**src/design/gccs_pkg.sv**
```systemverilog
package gccs_pkg;

  // field widths fixed by the word formats
  localparam int PIX_W      = 10;
  localparam int CFG_DATA_W = 10;
  localparam int CFG_IDX_W  = 3;

  // defaults for the top level parameters
  localparam int MAX_GRID_DIM_DEF = 16;

  // pixels at or beyond this coordinate are dropped
  localparam int MAX_IMAGE_SIDE = 1024;

  // register reset values
  localparam logic [9:0] CELL_WIDTH_RST  = 10'd50;
  localparam logic [9:0] CELL_HEIGHT_RST = 10'd50;
  localparam logic [4:0] GRID_COLS_RST   = 5'd10;
  localparam logic [4:0] GRID_ROWS_RST   = 5'd10;
  localparam logic [8:0] WIN_HALF_W_RST  = 9'd8;
  localparam logic [8:0] WIN_HALF_H_RST  = 9'd8;
  localparam logic [7:0] SAT_FLOOR_RST   = 8'd50;
  localparam logic [7:0] BRI_FLOOR_RST   = 8'd50;

  // hue bands, two-degree units (hue halved)
  localparam logic [7:0] HUE_RED_LOW_END    = 8'd10;
  localparam logic [7:0] HUE_RED_HIGH_START = 8'd160;
  localparam logic [7:0] HUE_TOP            = 8'd180;
  localparam logic [7:0] HUE_GREEN_START    = 8'd35;
  localparam logic [7:0] HUE_GREEN_END      = 8'd85;
  localparam logic [7:0] HUE_BLUE_START     = 8'd90;
  localparam logic [7:0] HUE_BLUE_END       = 8'd130;

  typedef enum logic [2:0] {
    COL_NONE  = 3'd0,
    COL_RED   = 3'd1,
    COL_GREEN = 3'd2,
    COL_BLUE  = 3'd3,
    COL_OTHER = 3'd4
  } colour_t;

  typedef enum logic [CFG_IDX_W-1:0] {
    REG_CELL_WIDTH  = 3'd0,
    REG_CELL_HEIGHT = 3'd1,
    REG_GRID_COLS   = 3'd2,
    REG_GRID_ROWS   = 3'd3,
    REG_WIN_HALF_W  = 3'd4,
    REG_WIN_HALF_H  = 3'd5,
    REG_SAT_FLOOR   = 3'd6,
    REG_BRI_FLOOR   = 3'd7
  } cfg_reg_t;

  localparam logic KIND_REPORT = 1'b0;
  localparam logic KIND_READ   = 1'b1;

  typedef struct packed {
    logic       mode;
    logic [9:0] pixel_x;
    logic [9:0] pixel_y;
    logic [7:0] hue;
    logic [7:0] saturation;
    logic [7:0] brightness;
    logic       mask_set;
    logic       frame_last;
    logic [7:0] cell_index;
  } in_word_t;

  typedef struct packed {
    logic       result_kind;
    logic       frame_changed;
    logic [2:0] cell_colour;
  } out_word_t;

  typedef enum logic [3:0] {
    ST_CLEAR,
    ST_IDLE,
    ST_DIV,
    ST_LOOKUP,
    ST_UPDATE,
    ST_SWEEP_RD,
    ST_SWEEP_WR,
    ST_REPORT,
    ST_READ_OUT
  } state_t;

  typedef struct packed {
    logic accept;
    logic cnt_clr;
    logic cnt_inc;
    logic clear_wr;
    logic lookup;
    logic update;
    logic sweep_rd;
    logic sweep_wr;
    logic load_read;
    logic load_report;
  } ctrl_cmd_t;

  typedef struct packed {
    logic in_mode;
    logic div_done;
    logic cnt_last;
    logic frame_last;
    logic out_free;
  } ctrl_sts_t;

  function automatic colour_t classify(input logic [7:0] h, input logic [7:0] s,
                                       input logic [7:0] v, input logic [7:0] sat_floor,
                                       input logic [7:0] bri_floor);
    colour_t c;
    if (s < sat_floor || v < bri_floor) begin
      c = COL_NONE;
    end else if (h < HUE_RED_LOW_END || (h > HUE_RED_HIGH_START && h <= HUE_TOP)) begin
      c = COL_RED;
    end else if (h >= HUE_GREEN_START && h < HUE_GREEN_END) begin
      c = COL_GREEN;
    end else if (h >= HUE_BLUE_START && h < HUE_BLUE_END) begin
      c = COL_BLUE;
    end else begin
      c = COL_OTHER;
    end
    return c;
  endfunction

endpackage

```
**src/design/grid_cell_color_sampler_unit.sv**
```systemverilog
// grid cell colour sampler: takes HSV pixel words with a mask bit and x,y, finds the grid
// cell of each pixel by dividing by the cell size, and keeps the colour class (none, red,
// green, blue, other) of the first masked pixel inside the central window of each cell.
// a word with frame_last set is sampled, then every cell in use is compared with the
// stored grid and copied into it, and one report word says whether anything changed;
// the frame store is cleared in the same pass. a read word (mode 1) returns one stored
// cell. a pixel word goes through accept, a wait on the radix-4 dividers for column and
// row (five steps, then a check that both are done), a cell lookup and a frame store
// update; a read word or a frame end report waits for the output register; a frame end
// first sweeps the frame and grid memories (one read and one write port each), reading
// then writing each cell. no word is taken until the last one is done. after reset a
// clearing pass over all MAX_GRID_DIM^2 cells (256 by default) zeroes both memories
// before the first word is taken; configuration writes are taken at any time.
module grid_cell_color_sampler_unit #(
  parameter int MAX_GRID_DIM = gccs_pkg::MAX_GRID_DIM_DEF
) (
  input  logic                            clk,
  input  logic                            rst_n,
  // pixel / read words
  input  logic                            in_valid,
  output logic                            in_ready,
  input  gccs_pkg::in_word_t              in_data,
  // result words
  output logic                            out_valid,
  input  logic                            out_ready,
  output gccs_pkg::out_word_t             out_data,
  // register writes
  input  logic                            cfg_we,
  input  logic [gccs_pkg::CFG_IDX_W-1:0]  cfg_index,
  input  logic [gccs_pkg::CFG_DATA_W-1:0] cfg_data
);

  import gccs_pkg::*;

  // command and status between sequencer and datapath
  ctrl_cmd_t cmd;
  ctrl_sts_t sts;

  // sequencer: clearing pass, per-word steps, frame-end sweep
  gccs_ctrl u_ctrl (
    .clk      (clk),
    .rst_n    (rst_n),
    .in_valid (in_valid),
    .in_ready (in_ready),
    .sts      (sts),
    .cmd      (cmd)
  );

  // datapath: registers, dividers, memories, output register
  gccs_dp #(.MAX_GRID_DIM(MAX_GRID_DIM)) u_dp (
    .clk       (clk),
    .rst_n     (rst_n),
    .in_data   (in_data),
    .out_data  (out_data),
    .out_valid (out_valid),
    .out_ready (out_ready),
    .cfg_we    (cfg_we),
    .cfg_index (cfg_index),
    .cfg_data  (cfg_data),
    .cmd       (cmd),
    .sts       (sts)
  );

endmodule

```
**src/design/gccs_ram.sv**
```systemverilog
module gccs_ram #(
  parameter int WIDTH = 3,
  parameter int DEPTH = 256,
  parameter int AW    = (DEPTH > 1) ? $clog2(DEPTH) : 1
) (
  input  logic             clk,
  input  logic             wr_en,
  input  logic [AW-1:0]    wr_addr,
  input  logic [WIDTH-1:0] wr_data,
  input  logic             rd_en,
  input  logic [AW-1:0]    rd_addr,
  output logic [WIDTH-1:0] rd_data
);

  logic [WIDTH-1:0] mem [DEPTH];

  always_ff @(posedge clk) begin
    if (wr_en) begin
      mem[wr_addr] <= wr_data;
    end
    if (rd_en) begin
      rd_data <= mem[rd_addr];
    end
  end

endmodule

```
**src/design/gccs_div.sv**
```systemverilog
module gccs_div #(
  parameter int W = gccs_pkg::PIX_W
) (
  input  logic         clk,
  input  logic         rst_n,
  input  logic         start,
  input  logic [W-1:0] dividend,
  input  logic [W-1:0] divisor,
  output logic [W-1:0] quotient,
  output logic [W-1:0] remainder,
  output logic         done
);

  // restoring division, two quotient bits per cycle
  localparam int NCYC = (W + 1) / 2;
  localparam int QW   = 2 * NCYC;
  localparam int CW   = (NCYC > 1) ? $clog2(NCYC) : 1;

  logic [QW-1:0] quo_r, quo_nxt;
  logic [W:0]    rem_r, rem_nxt;
  logic [W-1:0]  div_r;
  logic [CW-1:0] cnt_r;
  logic          busy_r, done_r;

  always_comb begin
    rem_nxt = rem_r;
    quo_nxt = quo_r;
    for (int i = 0; i < 2; i++) begin
      rem_nxt = {rem_nxt[W-1:0], quo_nxt[QW-1]};
      quo_nxt = {quo_nxt[QW-2:0], 1'b0};
      if (rem_nxt >= {1'b0, div_r}) begin
        rem_nxt    = rem_nxt - {1'b0, div_r};
        quo_nxt[0] = 1'b1;
      end
    end
  end

  always_ff @(posedge clk) begin
    if (start) begin
      quo_r <= QW'(dividend);
      rem_r <= '0;
      div_r <= divisor;
    end else if (busy_r) begin
      quo_r <= quo_nxt;
      rem_r <= rem_nxt;
    end
  end

  always_ff @(posedge clk) begin
    if (!rst_n) begin
      busy_r <= 1'b0;
      done_r <= 1'b0;
      cnt_r  <= '0;
    end else if (start) begin
      busy_r <= 1'b1;
      done_r <= 1'b0;
      cnt_r  <= '0;
    end else if (busy_r) begin
      cnt_r <= cnt_r + 1'b1;
      if (cnt_r == CW'(NCYC - 1)) begin
        busy_r <= 1'b0;
        done_r <= 1'b1;
      end
    end
  end

  assign quotient  = quo_r[W-1:0];
  assign remainder = rem_r[W-1:0];
  assign done      = done_r;

endmodule

```
**src/design/gccs_ctrl.sv**
```systemverilog
module gccs_ctrl (
  input  logic                clk,
  input  logic                rst_n,
  input  logic                in_valid,
  output logic                in_ready,
  input  gccs_pkg::ctrl_sts_t sts,
  output gccs_pkg::ctrl_cmd_t cmd
);

  import gccs_pkg::*;

  state_t state_r, state_nxt;

  always_ff @(posedge clk) begin
    if (!rst_n) begin
      state_r <= ST_CLEAR;
    end else begin
      state_r <= state_nxt;
    end
  end

  always_comb begin
    state_nxt = state_r;
    cmd       = '0;
    in_ready  = 1'b0;
    unique case (state_r)
      ST_CLEAR: begin
        cmd.clear_wr = 1'b1;
        cmd.cnt_inc  = 1'b1;
        if (sts.cnt_last) begin
          state_nxt = ST_IDLE;
        end
      end
      ST_IDLE: begin
        in_ready = 1'b1;
        if (in_valid) begin
          cmd.accept = 1'b1;
          state_nxt  = sts.in_mode ? ST_READ_OUT : ST_DIV;
        end
      end
      ST_DIV: begin
        if (sts.div_done) begin
          state_nxt = ST_LOOKUP;
        end
      end
      ST_LOOKUP: begin
        cmd.lookup = 1'b1;
        state_nxt  = ST_UPDATE;
      end
      ST_UPDATE: begin
        cmd.update = 1'b1;
        if (sts.frame_last) begin
          cmd.cnt_clr = 1'b1;
          state_nxt   = ST_SWEEP_RD;
        end else begin
          state_nxt = ST_IDLE;
        end
      end
      ST_SWEEP_RD: begin
        cmd.sweep_rd = 1'b1;
        state_nxt    = ST_SWEEP_WR;
      end
      ST_SWEEP_WR: begin
        cmd.sweep_wr = 1'b1;
        if (sts.cnt_last) begin
          state_nxt = ST_REPORT;
        end else begin
          cmd.cnt_inc = 1'b1;
          state_nxt   = ST_SWEEP_RD;
        end
      end
      ST_REPORT: begin
        if (sts.out_free) begin
          cmd.load_report = 1'b1;
          state_nxt       = ST_IDLE;
        end
      end
      ST_READ_OUT: begin
        if (sts.out_free) begin
          cmd.load_read = 1'b1;
          state_nxt     = ST_IDLE;
        end
      end
      default: begin
        state_nxt = ST_CLEAR;
      end
    endcase
  end

endmodule

```
**src/design/gccs_dp.sv**
```systemverilog
module gccs_dp #(
  parameter int MAX_GRID_DIM = gccs_pkg::MAX_GRID_DIM_DEF
) (
  input  logic                                clk,
  input  logic                                rst_n,
  input  gccs_pkg::in_word_t                  in_data,
  output gccs_pkg::out_word_t                 out_data,
  output logic                                out_valid,
  input  logic                                out_ready,
  input  logic                                cfg_we,
  input  logic [gccs_pkg::CFG_IDX_W-1:0]      cfg_index,
  input  logic [gccs_pkg::CFG_DATA_W-1:0]     cfg_data,
  input  gccs_pkg::ctrl_cmd_t                 cmd,
  output gccs_pkg::ctrl_sts_t                 sts
);

  import gccs_pkg::*;

  localparam int NUM_CELLS = MAX_GRID_DIM * MAX_GRID_DIM;
  localparam int IW        = (NUM_CELLS > 1) ? $clog2(NUM_CELLS) : 1;
  localparam int DW        = $clog2(MAX_GRID_DIM + 1);
  localparam int KW        = 2 * DW;

  // configuration registers
  logic [9:0] cw_r, ch_r;
  logic [4:0] gc_r, gr_r;
  logic [8:0] whw_r, whh_r;
  logic [7:0] sf_r, bf_r;

  always_ff @(posedge clk) begin
    if (!rst_n) begin
      cw_r  <= CELL_WIDTH_RST;
      ch_r  <= CELL_HEIGHT_RST;
      gc_r  <= GRID_COLS_RST;
      gr_r  <= GRID_ROWS_RST;
      whw_r <= WIN_HALF_W_RST;
      whh_r <= WIN_HALF_H_RST;
      sf_r  <= SAT_FLOOR_RST;
      bf_r  <= BRI_FLOOR_RST;
    end else if (cfg_we) begin
      unique case (cfg_reg_t'(cfg_index))
        REG_CELL_WIDTH:  cw_r  <= cfg_data;
        REG_CELL_HEIGHT: ch_r  <= cfg_data;
        REG_GRID_COLS:   gc_r  <= cfg_data[4:0];
        REG_GRID_ROWS:   gr_r  <= cfg_data[4:0];
        REG_WIN_HALF_W:  whw_r <= cfg_data[8:0];
        REG_WIN_HALF_H:  whh_r <= cfg_data[8:0];
        REG_SAT_FLOOR:   sf_r  <= cfg_data[7:0];
        REG_BRI_FLOOR:   bf_r  <= cfg_data[7:0];
        default: ;
      endcase
    end
  end

  // grid size, clamped to the storage
  logic [DW-1:0] cols, rows;
  logic [KW-1:0] used;

  assign cols = (32'(gc_r) > MAX_GRID_DIM) ? DW'(MAX_GRID_DIM) : DW'(gc_r);
  assign rows = (32'(gr_r) > MAX_GRID_DIM) ? DW'(MAX_GRID_DIM) : DW'(gr_r);
  assign used = KW'(cols) * KW'(rows);

  // latched input word
  in_word_t in_r;
  logic     idx_ok_r;

  always_ff @(posedge clk) begin
    if (cmd.accept) begin
      in_r     <= in_data;
      idx_ok_r <= (32'(in_data.cell_index) < NUM_CELLS);
    end
  end

  // column and row by division
  logic [PIX_W-1:0] col_q, col_rem, row_q, row_rem;
  logic             dx_done, dy_done;

  gccs_div #(.W(PIX_W)) u_div_x (
    .clk       (clk),
    .rst_n     (rst_n),
    .start     (cmd.accept),
    .dividend  (in_data.pixel_x),
    .divisor   (cw_r),
    .quotient  (col_q),
    .remainder (col_rem),
    .done      (dx_done)
  );

  gccs_div #(.W(PIX_W)) u_div_y (
    .clk       (clk),
    .rst_n     (rst_n),
    .start     (cmd.accept),
    .dividend  (in_data.pixel_y),
    .divisor   (ch_r),
    .quotient  (row_q),
    .remainder (row_rem),
    .done      (dy_done)
  );

  // hit test: offset from the cell centre is |remainder - size/2|
  logic [9:0]    half_cw, half_ch, off_x, off_y;
  logic          hit_nxt, hit_r;
  logic [KW-1:0] k_full;
  logic [IW-1:0] k_nxt, k_r;

  always_comb begin
    half_cw = cw_r >> 1;
    half_ch = ch_r >> 1;
    off_x   = (col_rem >= half_cw) ? col_rem - half_cw : half_cw - col_rem;
    off_y   = (row_rem >= half_ch) ? row_rem - half_ch : half_ch - row_rem;
    hit_nxt = in_r.mask_set
              && cw_r != '0 && ch_r != '0
              && 32'(in_r.pixel_x) < MAX_IMAGE_SIDE
              && 32'(in_r.pixel_y) < MAX_IMAGE_SIDE
              && 32'(col_q) < 32'(cols)
              && 32'(row_q) < 32'(rows)
              && off_x <= {1'b0, whw_r}
              && off_y <= {1'b0, whh_r};
    k_full  = KW'(row_q) * KW'(cols) + KW'(col_q);
    k_nxt   = IW'(k_full);
  end

  always_ff @(posedge clk) begin
    if (cmd.lookup) begin
      hit_r <= hit_nxt;
      k_r   <= k_nxt;
    end
  end

  // cell counter for the clearing pass and the frame-end sweep
  logic [IW-1:0] cnt_r;

  always_ff @(posedge clk) begin
    if (!rst_n || cmd.cnt_clr) begin
      cnt_r <= '0;
    end else if (cmd.cnt_inc) begin
      cnt_r <= cnt_r + 1'b1;
    end
  end

  // frame store: found bit over colour
  logic          fr_we, fr_re;
  logic [IW-1:0] fr_waddr, fr_raddr;
  logic [3:0]    fr_wdata, fr_rdata;
  colour_t       pix_colour;

  assign pix_colour = classify(in_r.hue, in_r.saturation, in_r.brightness, sf_r, bf_r);
  assign fr_we      = cmd.clear_wr || cmd.sweep_wr || (cmd.update && hit_r && !fr_rdata[3]);
  assign fr_waddr   = cmd.update ? k_r : cnt_r;
  assign fr_wdata   = cmd.update ? {1'b1, pix_colour} : 4'd0;
  assign fr_re      = cmd.lookup || cmd.sweep_rd;
  assign fr_raddr   = cmd.lookup ? k_nxt : cnt_r;

  gccs_ram #(.WIDTH(4), .DEPTH(NUM_CELLS), .AW(IW)) u_frame_ram (
    .clk     (clk),
    .wr_en   (fr_we),
    .wr_addr (fr_waddr),
    .wr_data (fr_wdata),
    .rd_en   (fr_re),
    .rd_addr (fr_raddr),
    .rd_data (fr_rdata)
  );

  // stored grid
  logic          st_we, st_re, in_use;
  logic [IW-1:0] st_raddr;
  logic [2:0]    st_wdata, st_rdata;

  assign in_use   = KW'(cnt_r) < used;
  assign st_we    = cmd.clear_wr || (cmd.sweep_wr && in_use);
  assign st_wdata = cmd.clear_wr ? 3'(COL_NONE) : fr_rdata[2:0];
  assign st_re    = cmd.accept || cmd.sweep_rd;
  assign st_raddr = cmd.sweep_rd ? cnt_r : IW'(in_data.cell_index);

  gccs_ram #(.WIDTH(3), .DEPTH(NUM_CELLS), .AW(IW)) u_stored_ram (
    .clk     (clk),
    .wr_en   (st_we),
    .wr_addr (cnt_r),
    .wr_data (st_wdata),
    .rd_en   (st_re),
    .rd_addr (st_raddr),
    .rd_data (st_rdata)
  );

  logic changed_r;

  always_ff @(posedge clk) begin
    if (!rst_n || cmd.cnt_clr) begin
      changed_r <= 1'b0;
    end else if (cmd.sweep_wr && in_use && st_rdata != fr_rdata[2:0]) begin
      changed_r <= 1'b1;
    end
  end

  // output register
  logic      out_valid_r;
  out_word_t out_r;

  always_ff @(posedge clk) begin
    if (!rst_n) begin
      out_valid_r <= 1'b0;
    end else if (cmd.load_read || cmd.load_report) begin
      out_valid_r <= 1'b1;
    end else if (out_ready) begin
      out_valid_r <= 1'b0;
    end
  end

  always_ff @(posedge clk) begin
    if (cmd.load_read) begin
      out_r.result_kind   <= KIND_READ;
      out_r.frame_changed <= 1'b0;
      out_r.cell_colour   <= idx_ok_r ? st_rdata : 3'(COL_NONE);
    end else if (cmd.load_report) begin
      out_r.result_kind   <= KIND_REPORT;
      out_r.frame_changed <= changed_r;
      out_r.cell_colour   <= 3'(COL_NONE);
    end
  end

  assign out_valid = out_valid_r;
  assign out_data  = out_r;

  assign sts.in_mode    = in_data.mode;
  assign sts.div_done   = dx_done && dy_done;
  assign sts.cnt_last   = (cnt_r == IW'(NUM_CELLS - 1));
  assign sts.frame_last = in_r.frame_last;
  assign sts.out_free   = !out_valid_r || out_ready;

endmodule

```
**config.mk**
```make
export PLATFORM = sky130hd
export DESIGN_NAME = grid_cell_color_sampler_unit
export DESIGN_NICKNAME = d
export VERILOG_FILES = /design/src/design/gccs_pkg.sv /design/src/design/grid_cell_color_sampler_unit.sv /design/src/design/gccs_ram.sv /design/src/design/gccs_div.sv /design/src/design/gccs_ctrl.sv /design/src/design/gccs_dp.sv
export SDC_FILE = /design/constraint.sdc
export NUM_CORES = 2
export LEC_CHECK = 0
export BUFFER_PORTS_ARGS = -buffer_cell sky130_fd_sc_hd__buf_2
export CORE_MARGIN = 5
export CORE_UTILIZATION = 30
export CTS_CLUSTER_SIZE = 40
export DETAILED_ROUTE_END_ITERATION = 6
export SLEW_MARGIN = 20
export SYNTH_ARGS = -nofsm -noshare
export SYNTH_HDL_FRONTEND = slang
export SYNTH_SLANG_ARGS = --single-unit
```
**constraint.sdc**
```tcl
create_clock -name clk -period 35.9 [get_ports clk]
set_clock_uncertainty 0.2 [all_clocks]
set_input_delay 1.795 -clock clk [delete_from_list [all_inputs] [get_ports clk]]
set_output_delay 1.795 -clock clk [all_outputs]
set_load 0.01 [all_outputs]
```
Word-level counts from Yosys, hierarchy flattened
Memories as Yosys holds them, arrays and structs flattened. A register that Yosys moved wholly into a read port is not among the register bits.
Index checks and enable logic that the tools add are counted.
{"block": "word_totals", "elab_cells": 206, "ramBits": 1792, "mem_bits_ro": 0, "regBits": 188, "input_bits": 73, "output_inout_bits": 7, "latch_bits": 0, "mem_count": 2}
{"block": "op_classes", "multipliers": 2, "n_addsub": 12, "eq_ne": 23, "n_div": 0, "shift": 0, "bitwise_logic": 1, "n_reduce_logical": 48, "mux": 62, "n_lt_le_gt_ge": 22}
{"memory": "u_dp.u_frame_ram.mem", "words": 256, "word_bits": 4, "read_ports": 1, "rd_clocked_by_memory_dff": 1, "write_ports": 1, "line_no": "gccs_ram.sv:15", "source": "logic [WIDTH-1:0] mem [DEPTH];"}
{"memory": "u_dp.u_stored_ram.mem", "words": 256, "word_bits": 3, "read_ports": 1, "rd_clocked_by_memory_dff": 1, "write_ports": 1, "line_no": "gccs_ram.sv:15"}
{"operator": "$mux W10", "count": 10}
{"operator": "$ge A11 B10 Y1", "count": 4}
{"operator": "$sub A10 B10 Y10", "count": 4}
{"operator": "$pmux W4 S8", "count": 1}
{"operator": "$mux W1", "count": 30}
{"operator": "$mux W3", "count": 8}
{"operator": "$mux W4", "count": 6}
{"operator": "$mux W8", "count": 3}
{"operator": "$ge A10 B9 Y1", "count": 2}
{"operator": "$le A10 B9 Y1", "count": 2}
{"operator": "$lt A10 B5 Y1", "count": 2}
{"operator": "$reduce_and A2 Y1", "count": 10}
{"operator": "$reduce_bool A10 Y1", "count": 2}
{"operator": "$sub A10 B9 Y10", "count": 2}
{"operator": "$sub A9 B10 Y10", "count": 2}
{"operator": "$eq A3 B3 Y1 const B", "count": 6}
{"operator": "$eq A4 B3 Y1 const B", "count": 4}
{"operator": "$lt A8 B8 Y1", "count": 2}
{"operator": "$logic_and A1 B1 Y1", "count": 14}
{"operator": "$gt A5 B5 Y1 const B", "count": 2}
{"operator": "$logic_or A1 B1 Y1", "count": 10}
{"operator": "$lt A8 B10 Y1", "count": 1}
{"operator": "$mul A10 B5 Y8", "count": 1}
{"operator": "$mul A5 B5 Y10", "count": 1}
{"operator": "29 further kinds", "count": 41}

Depth between registers and ports, before layout
{"block": "depth", "word_depth": 8, "ltp_mapped": 24, "ltp_nobuf": 23}

Modules after synthesis
A second synthesis with hierarchy kept.
{"block": "unflattened", "hier_cells": 5359, "hier_area_um2": 86319.0}
{"module": "gccs_ram (u_dp.u_frame_ram)", "seq_area_each_um2": 30869.6, "n_inst": 1, "cells_each": 2051, "area_per_inst_um2": 40715.3}
{"module": "gccs_ram (u_dp.u_stored_ram)", "seq_area_each_um2": 23152.2, "n_inst": 1, "cells_each": 1713, "area_per_inst_um2": 31068.5}
{"module": "gccs_dp", "seq_area_each_um2": 2662.6, "n_inst": 1, "cells_each": 1043, "area_per_inst_um2": 9192.6}
{"module": "gccs_div", "seq_area_each_um2": 900.9, "n_inst": 2, "cells_each": 247, "area_per_inst_um2": 2453.6}
{"module": "gccs_ctrl", "seq_area_each_um2": 80.1, "n_inst": 1, "cells_each": 58, "area_per_inst_um2": 435.4}

Least setup slack after synthesis
No wires, ideal clock.
{"block": "synth_path", "kind": "register to register", "start": "reg u_ctrl.state_r[1]", "end": "mem u_dp.u_frame_ram.mem[0][2] (data pin)", "period_less_slack_ps": 18117, "setup_time_ps": 2805, "path_stages_with_launch": 7, "t_required_ps": 32895, "n_path_buf": 2, "setup_slack_ps": 17783, "arrival_time_ps": 15112, "path_cell_list": "dfxtp_1 > buf_2 > nand2b_1 > or3_1 > clkbuf_1 > or4_1 > nor4_1"}
{"block": "synth_between", "elab_chain_len": 3}
{"element": "start: declaration", "line_no": "gccs_ctrl.sv:12", "source": "state_t state_r, state_nxt;"}
{"element": "start signal: assignment", "line_no": "gccs_ctrl.sv:18", "source": "state_r <= state_nxt;"}
{"element": "$eq A4 B3 Y1", "line_no": "gccs_ctrl.sv:26", "source": "unique case (state_r)"}
{"element": "$mux W1", "line_no": "gccs_ctrl.sv:26"}
{"element": "$mux W4", "line_no": "gccs_dp.sv:150", "source": "assign fr_wdata = cmd.update ? {1'b1, pix_colour} : 4'd0;"}
{"element": "via u_dp.fr_wdata[2]", "line_no": "gccs_dp.sv:144", "source": "logic [3:0] fr_wdata, fr_rdata;"}
{"element": "end: declaration", "line_no": "gccs_ram.sv:15"}
The timed path passes the listed nets, and every way through them passes these cells.

Final worst setup path
{"block": "layout_path", "start": "reg u_dp.gc_r[4]", "end": "mem u_dp.u_stored_ram.mem[10][2] (netlist: u_dp.u_stored_ram.mem[5][2]), enable pin"}
{"block": "layout_between", "elab_chain_len": 8}
{"element": "start: declaration", "line_no": "gccs_dp.sv:26", "source": "logic [4:0] gc_r, gr_r;"}
{"element": "start signal: assignment", "line_no": "gccs_dp.sv:44", "source": "REG_GRID_COLS: gc_r <= cfg_data[4:0];"}
{"element": "$gt A5 B5 Y1", "line_no": "gccs_dp.sv:59", "source": "assign cols = (32'(gc_r) > MAX_GRID_DIM) ? DW'(MAX_GRID_DIM) : DW'(gc_r);"}
{"element": "$mux W5 *", "line_no": "gccs_dp.sv:59"}
{"element": "$mul A5 B5 Y10 *", "line_no": "gccs_dp.sv:61", "source": "assign used = KW'(cols) * KW'(rows);"}
{"element": "$lt A8 B10 Y1 *", "line_no": "gccs_dp.sv:169", "source": "assign in_use = KW'(cnt_r) < used;"}
{"element": "$logic_and A1 B1 Y1 *", "line_no": "gccs_dp.sv:170", "source": "assign st_we = cmd.clear_wr || (cmd.sweep_wr && in_use);"}
{"element": "$logic_or A1 B1 Y1 *", "line_no": "gccs_dp.sv:170"}
{"element": "$mux W1 *", "line_no": "gccs_ram.sv:18", "source": "if (wr_en) begin"}
{"element": "$mux W1 (not written as such) *", "line_no": "gccs_ram.sv:19", "source": "mem[wr_addr] <= wr_data;"}
{"element": "end: declaration", "line_no": "gccs_ram.sv:15"}
Mark *: on every way between the ends. The rest lies on a longest branch, timed or not.

==> results list <==
- Number of cells in the design after placement: just over 10,000
- TritonCTS built the clock tree.
- The H-tree generated during clock tree synthesis spans 4 levels.
- Counting every instance in the synthesized netlist gives 6,786.
- At the pin with the least slew margin, the transition time is ~1300 ps.
- Measured against its own limit, the worst slew margin works out to 0.118.
- The number of nets handed over by synthesis was 7,053.
- The final count of hold timing violations came to 0.
- Setup violations remaining at the end of the flow were counted as 0.
* CP Data Arrival Time: 7260 ps
- The floorplan step set the die height to 547 µm.
- Final hold analysis gives a worst-case slack of 268 ps.
- The synthesized design contains 1,987 register bits.
* Max-cap check violation count: 0
- Counting flops with a built-in enable in the synthesized netlist gives 1,877.
* Clock sink total: 1,987
- Remaining Overflow, GRT: 0
* Placement Cell Area: between 90,000 and 100,000 µm²
* Nature of the critical path startpoint: flip-flop
- Critical Path Sink Type: flip-flop
- After synthesis the cells add up to 86,600 µm².
- The complex-gate fraction of the synthesized area is 0.0851.
- For this block, the routed nets add up to between 200,000 and 250,000 µm of wire.
* Effective utilization at floorplan: 0.301
- Highest-count cells in the layout ignoring fill and taps: sky130_fd_sc_hd__edfxtp_1 (1,877), sky130_fd_sc_hd__nand2_1 (1,287), sky130_fd_sc_hd__nor2_1 (634)
- Multiplexer fraction of the synthesized cell area: 0.0510
- Area added between synthesis and finish: 12.7%
- Detailed placement ended at an HPWL of between 100,000 and 150,000 µm.
* IO Count: 80
* Wire length of the first global-routing pass: 364,000 µm
* Vias: 56,100
- The number of gates resized after CTS was 0.
- Data required time of the critical path: 36,160 ps
- Post-layout power: approximately 5000 µW
- Via-to-Cell Ratio: 5.24
* Xor/xnor share of the synthesized area: 0.00663
* Master cell of the clock root buffer: sky130_fd_sc_hd__clkbuf_16
- Most common cell after layout, fill and taps aside: sky130_fd_sc_hd__edfxtp_1
- In the routed design, unresolved DRC markers number 0.
- The via count of the first global-routing pass was ~56,000.
* Power per unit of standard cell area: roughly 50 nW/µm²
- Share of post-route cells with drive strength above 1: 0.0904
- Of the synthesized area, sequential elements account for 0.676.
- Number of buffer cells added on primary ports: 79
- Number of iterations in the first detailed-routing pass: 6
* Count of antenna-violating nets left after detailed routing: 0
- The initialized floorplan defines 197 standard-cell rows.
- Number of standard cells in the layout, taps in and fillers out: 10,700
* Leading register cell type out of synthesis: sky130_fd_sc_hd__edfxtp_1
- Count of cell types in the netlist: 89
- Of the available clock period, the critical path in the final layout requires 0.195.
- Summed over all cells, the static leakage comes to 0.0313 µW.
* Clock latency at the later pin of the worst-skew pair: 840 ps
* Hold_buf cts: 0
- Wire length per cell after detailed routing: 22.9 µm
- By area, the combinational part of the netlist is dominated by simple AND/OR/NAND/NOR gates.
- The floorplan step defined a die boundary enclosing 300,000 µm².
- Mean instance size in the synthesized netlist: about 13 µm²
* Total of fill cells in the finished design: 28,000
- All-layer global routing usage: 0.158
- Summing all non-filler instances in the final layout gives an area of 97,700 µm².
- Count of synthesis-stage warnings from yosys: 0
- Post-CTS timing repair inserted 0 buffers for setup.
- Static timing analysis puts the maximum clock frequency at 0.143 GHz.
* Floorplan core area: about 290,000 µm²
- CTS Buf Count: 200
- The tightest min-delay check is of the flip-flop to flip-flop type.
- For this run, asynchronously set or reset flops after synthesis account for 0.
- Final net count: 7,040
* Post-CTS clock slew at the launch and capture registers of the worst setup and hold paths: around 60 ps
* Minimum clock period after layout: 7000 ps
* Startpoint-to-endpoint class of the critical path: flip-flop to flip-flop
- IR analysis of the VDD net gives a maximum drop of 0.0509 mV.
* Horizontal die dimension: 547 µm
- Antenna violations before repair: 9
- Entering global routing, the biggest net connects 200 pins.
* Final weighted congestion in routability-driven placement: 0.866
- Setup repair after global routing left no endpoint under its margin.
- Synth Area in Adders: 0.0310
* Simple logic cell fraction of the synthesized area: 0.120
- The final-report max-slew violation count came to 0.
- Status: completed
- Total negative slack for setup checks: 0 ps
- Drt first-iter violations: between 5,000 and 6,000
* Maximum count of clock buffers along a single path: 3
* Critical-path maximum fanout: 64
## state kept, by name (all words and copies together) (netlist names), 4 cells and up
register and cells:
u_dp.u_frame_ram.rd_data 4, u_dp.whw_r 9, u_dp.in_r 25, u_dp.whh_r 9, u_dp.out_data 5, u_ctrl.state_r 4
u_dp.sf_r 8, u_dp.u_div_y.rem_r 10, u_dp.u_div_y.div_r 10, u_dp.gr_r 5, u_dp.cnt_r 8, u_dp.u_div_x.rem_r 10
u_dp.u_stored_ram.mem 768, u_dp.cw_r 10, u_dp.u_frame_ram.mem 1024, u_dp.bf_r 8, u_dp.ch_r 10, u_dp.k_r 8
u_dp.u_div_x.div_r 10, u_dp.u_div_y.quotient 10, u_dp.gc_r 5, u_dp.u_div_x.quotient 10
## where the power goes
group,total [µW],internal [µW],switching [µW]
logic,276,81.8,194
clock network,2110,1220,895
registers,2500,2500,2.97
total,4890,3800,1090
## layout make-up
cell class / count / area (µm²) / share of cell area
Tap cell: 3781 / 4730 / 0.0484
Clock inverter: 127 / 1350 / 0.0138
Multi-Input combinational cell: 4222 / 25700 / 0.263
Sequential cell: 1987 / 58600 / 0.600
Timing Repair Buffer: 190 / 1330 / 0.0136
Clock buffer: 240 / 5290 / 0.0542
Antenna cell: 5 / 12.5 / 0.000128
Inverter: 172 / 658 / 0.00674
## logic make-up after synthesis
family	after synthesis
compound gates	1111
mux	368
simple gates	2485
buf+inv	577
fa+ha+maj	194
xor+xnor	64
flops	1987
## per-stage QoR
stage          utilization  worst slack [ps]
6_report             0.339             28900
2_1_floorplan            -             17780
3_5_place_dp         0.316             28900
5_1_grt              0.339             28240
3_3_place_gp         0.316             28850
4_1_cts              0.339             28880
## cell usage after synthesis (all sizes together), types with 12 or more instances
cell type,instances,area (µm²)
a2111oi,19,173
nand2,1304,4900
xnor2,44,385
o22ai,57,357
mux2,18,210
a211oi,17,128
nor3,67,335
xor2,19,166
nor4,45,282
nor2,649,2450
nor2b,54,338
mux4,50,1130
nand4,38,238
o21a,13,97.6
ha,160,2000
and3,28,175
nand3b,12,90.1
fa,34,681
a21oi,349,1750
edfxtp,1877,56400
a21boi,50,375
inv,172,653
a22oi,77,578
o21ai,134,671
mux2i,300,3080
nand2b,31,194
o221ai,38,333
o211ai,28,210
dfxtp,110,2200
a21o,36,270
a32oi,103,902
o21bai,12,90.1
and2,19,119
or3,14,87.6
a31oi,67,419
nand3,204,1020
clkbuf,168,632
o31ai,12,90.1
a221oi,41,372
buf,237,1340
## path summary, 6_finish.rpt
kind | start | endpoint | slack, ps | cells past startpoint
worst min-delay path | u_dp.out_data[3] | u_dp.out_data[3] | 270 | 2
worst max register to register | u_dp.gc_r[4] | u_dp.u_stored_ram.mem[5][2] | 28900 | 18
worst min register to register | u_dp.out_data[3] | u_dp.out_data[3] | 270 | 2
worst max-delay path | u_dp.gc_r[4] | u_dp.u_stored_ram.mem[5][2] | 28900 | 18
## layer usage
layer,track usage,vias to the layer above,part of all wire
met5,0,-,0
met4,0.0537,0,0.035
met3,0.0279,475,0.080
met2,0.258,2384,0.47
met1,0.212,28200,0.42
li1,-,25000,-
## critical path, stage by stage (launching register included)
cell and delay [ps]:
sky130_fd_sc_hd__dfxtp_1 440, sky130_fd_sc_hd__nor2b_1 570, sky130_fd_sc_hd__nand2_1 170, sky130_fd_sc_hd__fa_1 610, sky130_fd_sc_hd__fa_1 430, sky130_fd_sc_hd__fa_1 490
sky130_fd_sc_hd__inv_1 50, sky130_fd_sc_hd__ha_1 320, sky130_fd_sc_hd__a21oi_1 240, sky130_fd_sc_hd__o21bai_1 100, sky130_fd_sc_hd__a21oi_1 260, sky130_fd_sc_hd__xor2_1 180
sky130_fd_sc_hd__ha_1 240, sky130_fd_sc_hd__o21ai_0 70, sky130_fd_sc_hd__a21oi_1 60, sky130_fd_sc_hd__o32a_1 190, sky130_fd_sc_hd__o21bai_1 540, sky130_fd_sc_hd__nand3_4 890
sky130_fd_sc_hd__nor2_1 580
(Power assumes the default switching activity.)
